--- src/sv/bmf_merge.sv ---
`default_nettype none
module bmf_merge #(
    parameter int MAX_HALF = 3
) (
    input  wire logic                                                 clk,
    input  wire logic [2*MAX_HALF:0][2:0][$clog2((2*MAX_HALF+1)*255+1)-1:0] lane_sums,
    input  wire logic [$clog2(MAX_HALF+1)-1:0]                        half_h,
    input  wire logic [$clog2(MAX_HALF+1)-1:0]                        half_w,
    output logic [2:0][7:0]                                           avg
);
    localparam int LANES = 2 * MAX_HALF + 1;
    localparam int AMAX  = LANES * LANES;
    localparam int SW    = $clog2(AMAX * 255 + 1);
    localparam int K     = SW + $clog2(AMAX) + 1;
    localparam int MW    = K + 1;

    logic [MAX_HALF:0][MAX_HALF:0][MW-1:0] recip_tab;
    logic [2:0][SW-1:0]    tot;
    logic [2:0][SW-1:0]    tot_reg;
    logic [MW-1:0]         recip_reg;
    logic [2:0][SW+MW-1:0] prod_reg;

    for (genvar i = 0; i <= MAX_HALF; i++)
    begin : g_rh
        for (genvar j = 0; j <= MAX_HALF; j++)
        begin : g_rw
            localparam longint AREA = (2 * i + 1) * (2 * j + 1);
            localparam longint RCP  = ((64'd1 << K) + AREA - 1) / AREA;
            assign recip_tab[i][j] = MW'(RCP);
        end
    end

    always_comb
    begin
        for (int c = 0; c < 3; c++)
        begin
            tot[c] = '0;
            for (int k = 0; k < LANES; k++)
            begin
                tot[c] = tot[c] + SW'(lane_sums[k][c]);
            end
        end
    end

    // divide by the window area with a rounded-up reciprocal
    always_ff @(posedge clk)
    begin
        tot_reg   <= tot;
        recip_reg <= recip_tab[half_h][half_w];
        for (int c = 0; c < 3; c++)
        begin
            prod_reg[c] <= (SW+MW)'(tot_reg[c]) * (SW+MW)'(recip_reg);
        end
    end

    always_comb
    begin
        for (int c = 0; c < 3; c++)
        begin
            avg[c] = prod_reg[c][K +: 8];
        end
    end
endmodule
`default_nettype wire

--- config.mk ---
export PLATFORM = sky130hd
export DESIGN_NAME = bmf_merge
export DESIGN_NICKNAME = d
export VERILOG_FILES = /design/src/sv/bmf_merge.sv
export SDC_FILE = /design/constraint.sdc
export NUM_CORES = 2
export LEC_CHECK = 0
export CORE_ASPECT_RATIO = 1.4
export CORE_UTILIZATION = 30
export CTS_CLUSTER_SIZE = 20
export DETAILED_ROUTE_END_ITERATION = 8
export DONT_BUFFER_PORTS = 1
export GPL_ROUTABILITY_DRIVEN = 0
export PLACE_DENSITY = 0.47
export SLEW_MARGIN = 20
export SYNTH_ARGS = -nofsm -noshare
export SYNTH_HDL_FRONTEND = slang
export SYNTH_SLANG_ARGS = --single-unit
--- constraint.sdc ---
create_clock -name clk -period 10.3 [get_ports clk]
set_clock_uncertainty 0.05 [all_clocks]
set_input_delay 1.03 -clock clk [delete_from_list [all_inputs] [get_ports clk]]
set_output_delay 1.03 -clock clk [all_outputs]
set_load 0.02 [all_outputs]
Word level (Yosys, flattened, before mapping)
Cells that the tools add are included.

storage, ports and cells
  register bits = 151
  input bits = 236
  output and inout bits = 24
  logic and storage cells = 34

cells by class
  add/sub/neg operators = 18
  magnitude comparators = 2
  multiplexer cells = 4
  multiply operators = 3

operators by type and width
  cell                                                                          number
  88-bit binary-select mux with 2-bit select                                    1
  14-bit by 11-bit adder with 14-bit output                                     9
  88-bit 2-to-1 mux                                                             1
  14-bit by 22-bit multiplier with 29-bit output                                3
  22-bit binary-select mux with 2-bit select                                    1
  13-bit by 11-bit adder with 14-bit output                                     3
  12-bit by 11-bit adder with 13-bit output                                     3
  11-bit by 11-bit adder with 12-bit output                                     3
  22-bit 2-to-1 mux                                                             1
  2-bit by 3-bit less-than comparator with 1-bit output, second input constant  2

Logic depth before layout (Yosys ltp)
  depth after elaboration = 6
  mapped depth = 25

Worst setup path before layout
OpenSTA, ideal clock, no wires.

  path type = reg2reg
  start point = register tot_reg[5] (netlist bit)
  end point = register prod_reg (netlist bit avg[7])
  data required time = 10.118 ns
  stages on the path, launching flop included = 22
  library setup time = 0.132 ns
  arrival = 5.580 ns
  clock period less this slack = 5.762 ns
  slack = 4.538 ns
  cell sequence = dfxtp_1 > clkbuf_1 > clkbuf_1 > nand2_1 > fa_1 > fa_1 > inv_1 > fa_1 > fa_1 > fa_1 > inv_1 > fa_1 > inv_1 > ha_1 > and3_1 > a22o_1 > o21ai_1 > nand2b_1 > a211oi_2 > o221a_1 > o41ai_2 > xor2_1

between the ends
  longest elaborated chain between the ends = 1

RTL lines
  element                                         RTL line  RTL
  start: declaration                              19        logic [2:0][SW-1:0] tot_reg;
  start signal: assignment                        48        tot_reg <= tot;
  14-bit by 22-bit multiplier with 29-bit output  52        prod_reg[c] <= (SW+MW)'(tot_reg[c]) * (SW+MW)'(recip_reg);
  end signal: indexed assignment                  52
  end: declaration                                21        logic [2:0][SW+MW-1:0] prod_reg;

Every way passes these cells.

Worst setup path after layout
  start point = register recip_reg[8]
  end point = register prod_reg (netlist bit avg[21])

between the ends
  longest elaborated chain between the ends = 1

RTL lines
  element                                         RTL line  RTL
  start: declaration                              20        logic [MW-1:0] recip_reg;
  start signal: assignment                        49        recip_reg <= recip_tab[half_h][half_w];
  14-bit by 22-bit multiplier with 29-bit output  52

Every way passes these cells.

==> out/metrics.cfg <==
[hold_path]
hp-class = input port to register
hold_path_end = recip_reg[19]
whs_path_depth = 1
hp-start = half_w[1]

[cells_and_area]
insertedDiodeCount = 0
syn_to_final_growth_pct = 5.49
largest_register_ffs = 42
layout-drive-gt1-share_pct = 2.61
final_net_count = 4574

[worst_setup_path]
crit_type = register to register
worst_r2r_path_depth = 19
worstPathArrival_ns = 6.78
critPathMaxFanout = 42
start_kind = register
rrSetupSlack_ns = 3.81
worstSetupEndpointType = register
regToRegStartpoint = recip_reg[8]
required_ns = 10.59
r2r_end = avg[21]

[logic_synthesis]
synth_flop_cell = dfxtp_1
synth-edff-count = 0
synth_top_area_share_pct = 50.3
ys_async_sr_fraction_pct = 0
synth_top_area_cell = fa_1
postSynthCellCount = 3373
yosysWarnings = 0
synth_area_per_cell_sq_um = 9.29
yosys_register_bits = 85
synth_nets = 4661
syn_area_sq_mm = 0.0313
ys_seq_area_share_pct = 5.43
synth_cell_types = 64
synth_area_leaders = fa_1 50%, inv_1 12%, ha_1 11%

[grt]
antenna_found_initial = 1
grt_overflow = 0
grt_max_degree = 44
grt_pass1_wl_um = 133000
grt_pass1_vias = 23800
grt_use_total_pct = 16.7

[clocking]
clockBufferDepth = 2
clkSinkCount = 85
cts-resized-gates = 0
cts_tree = built
cts_buffers = 9
clkTransAtPathRegs_ns = 0.07
cts_hold_buffers = 0
htree_levels = 3
insertion_delay_ns = 0.41
postCtsSetupBuffers = 0
clock-root-buffer = clkbuf_16

[floorplan]
initial_core_util_pct = 30.4
ios = 260
die_h_um = 384
core_area_sq_mm = 0.103
fp-row-count = 139
dieArea_sq_mm = 0.106
die_w_um = 275

[sta]
worst_pin_slew_ns = 1.11
slew_headroom_pct = 26.3
rsz0062_at_grt = false
tns_ns = 0
hold_violations = 0
fmax_mhz = 154
report.final.slew_viol_count = 0
fin_crit_ns = 6.49
period_share_pct = 63.0
setup_viol = 0

[route]
drt_iter0_markers = 693
ant_nets = 0
wire_per_inst_um = 18.0
drcViolationCount = 0
vias = 20900
drt_pass1_iterations = 5
wl_um = 83400
avgViaCountPerCell = 4.51

[place]
hpwl_um = 64700
portBuffers = 0

[run_status]
outcome = finished, final reports clean

[job]
max_cap_viol_count = 0

==> per-stage QoR <==
step | cell area [sq um] | util (%) | setup WS (ns) | hold slack, ns | cells
global route | 33100 | 32.1 | 3.44 | 0.635 | 4630
global placement | 32800 | 31.8 | 3.80 | 1.06 | 4614
detailed placement | 32800 | 31.8 | 3.78 | 1.07 | 4614
floorplan | 31300 | - | 4.54 | 0.806 | 3373
CTS | 33100 | 32.1 | 3.76 | 0.616 | 4630
finish | 33100 | 32.1 | 3.81 | 0.649 | 4630
==> logic make-up (layout without fill, tap and decap cells) <==
| group | Yosys count | count (layout) | share of synthesized area (%) |
|---|---|---|---|
| AO/OA/AOI/OAI | 162 | 162 | 3.75 |
| XOR/XNOR | 94 | 94 | 2.63 |
| adder cells (fa/ha/maj) | 1052 | 1052 | 60.9 |
| buffers and inverters | 1100 | 1018 | 13.2 |
| flip-flops | 85 | 85 | 5.43 |
| multiplexers | 5 | 5 | 0.200 |
| AND/OR/NAND/NOR | 875 | 875 | 13.9 |
==> final cells by class <==
class	instances	area, sq um
Clock buffer	10	229
Clock inverter	6	52.6
Fill cell	11000	69900
Inverter	966	3630
Multi-Input combinational cell	2188	25500
Sequential cell	85	1710
Tap cell	1339	1680
Timing Repair Buffer	36	270
==> cells in the mapped netlist, types with 13 or more instances <==
cell type  number
fa_1          787
a21o_1         18
a21oi_1        40
nand2_1       406
ha_1          265
clkbuf_1      126
nand3_1        13
xor2_1         22
xnor2_1        72
inv_1         966
dfxtp_1        85
and2_1        368
nor3_1         16
nor2_1         31
o21bai_1       14
o21ai_0        15
==> how the worst max path moves through the flow <==
stage,to,from,cells after the start
floorplan,avg[7],tot_reg[5],21
CTS,avg[7],tot_reg[2],21
detailed placement,avg[21],recip_reg[8],19
global placement,avg[2],tot_reg[3],19
finish,avg[21],recip_reg[8],19
global route,avg[21],recip_reg[8],19
==> critical path, stage by stage (launching register included) <==
cell and delay, ns:
dfxtp_2 1.05, nand2_1 0.19, fa_1 0.58, inv_1 0.05
fa_1 0.57, fa_1 0.44, fa_1 0.45, fa_1 0.49
inv_1 0.05, fa_1 0.47, inv_1 0.04, ha_1 0.29
nand4_1 0.16, o21ai_1 0.09, a211oi_1 0.37, o211ai_2 0.28
o31ai_4 0.33, o21bai_2 0.11, a21oi_1 0.18, xnor2_1 0.13
==> cell usage in the layout (no fill, tap or decap), types with 3 or more instances in the layout <==
master,instances
and3_1,4
nand3_1,13
xor2_1,22
o21ai_0,15
o21bai_1,14
a21o_1,18
fa_1,787
nand4_1,8
dfxtp_2,8
buf_4,36
xnor2_1,72
a21oi_1,40
mux2i_1,4
a31oi_1,6
and2_1,368
ha_1,265
o41ai_2,3
dfxtp_1,77
a211o_1,3
nand2b_1,4
nand2_1,406
or3_1,3
nor2b_1,10
inv_1,966
o211ai_1,5
or2_2,4
o21a_1,8
o22ai_1,4
nor2_1,31
a211oi_1,7
o21ai_1,9
clkbuf_16,9
a21oi_2,3
nor3_1,16
==> metal layers <==
layer | routed length [um] | vias to the layer above | GRT usage [%]
li1 | - | 9455 | -
met2 | 46000 | 379 | 31.6
met4 | 2180 | 0 | 5.02
met1 | 32900 | 11000 | 19.5
met3 | 2390 | 83 | 1.60
met5 | 0 | - | 0
Power is left out: the tool's default activity adds up to more than one toggle a clock period on the data nets, which glitch-free logic cannot reach.
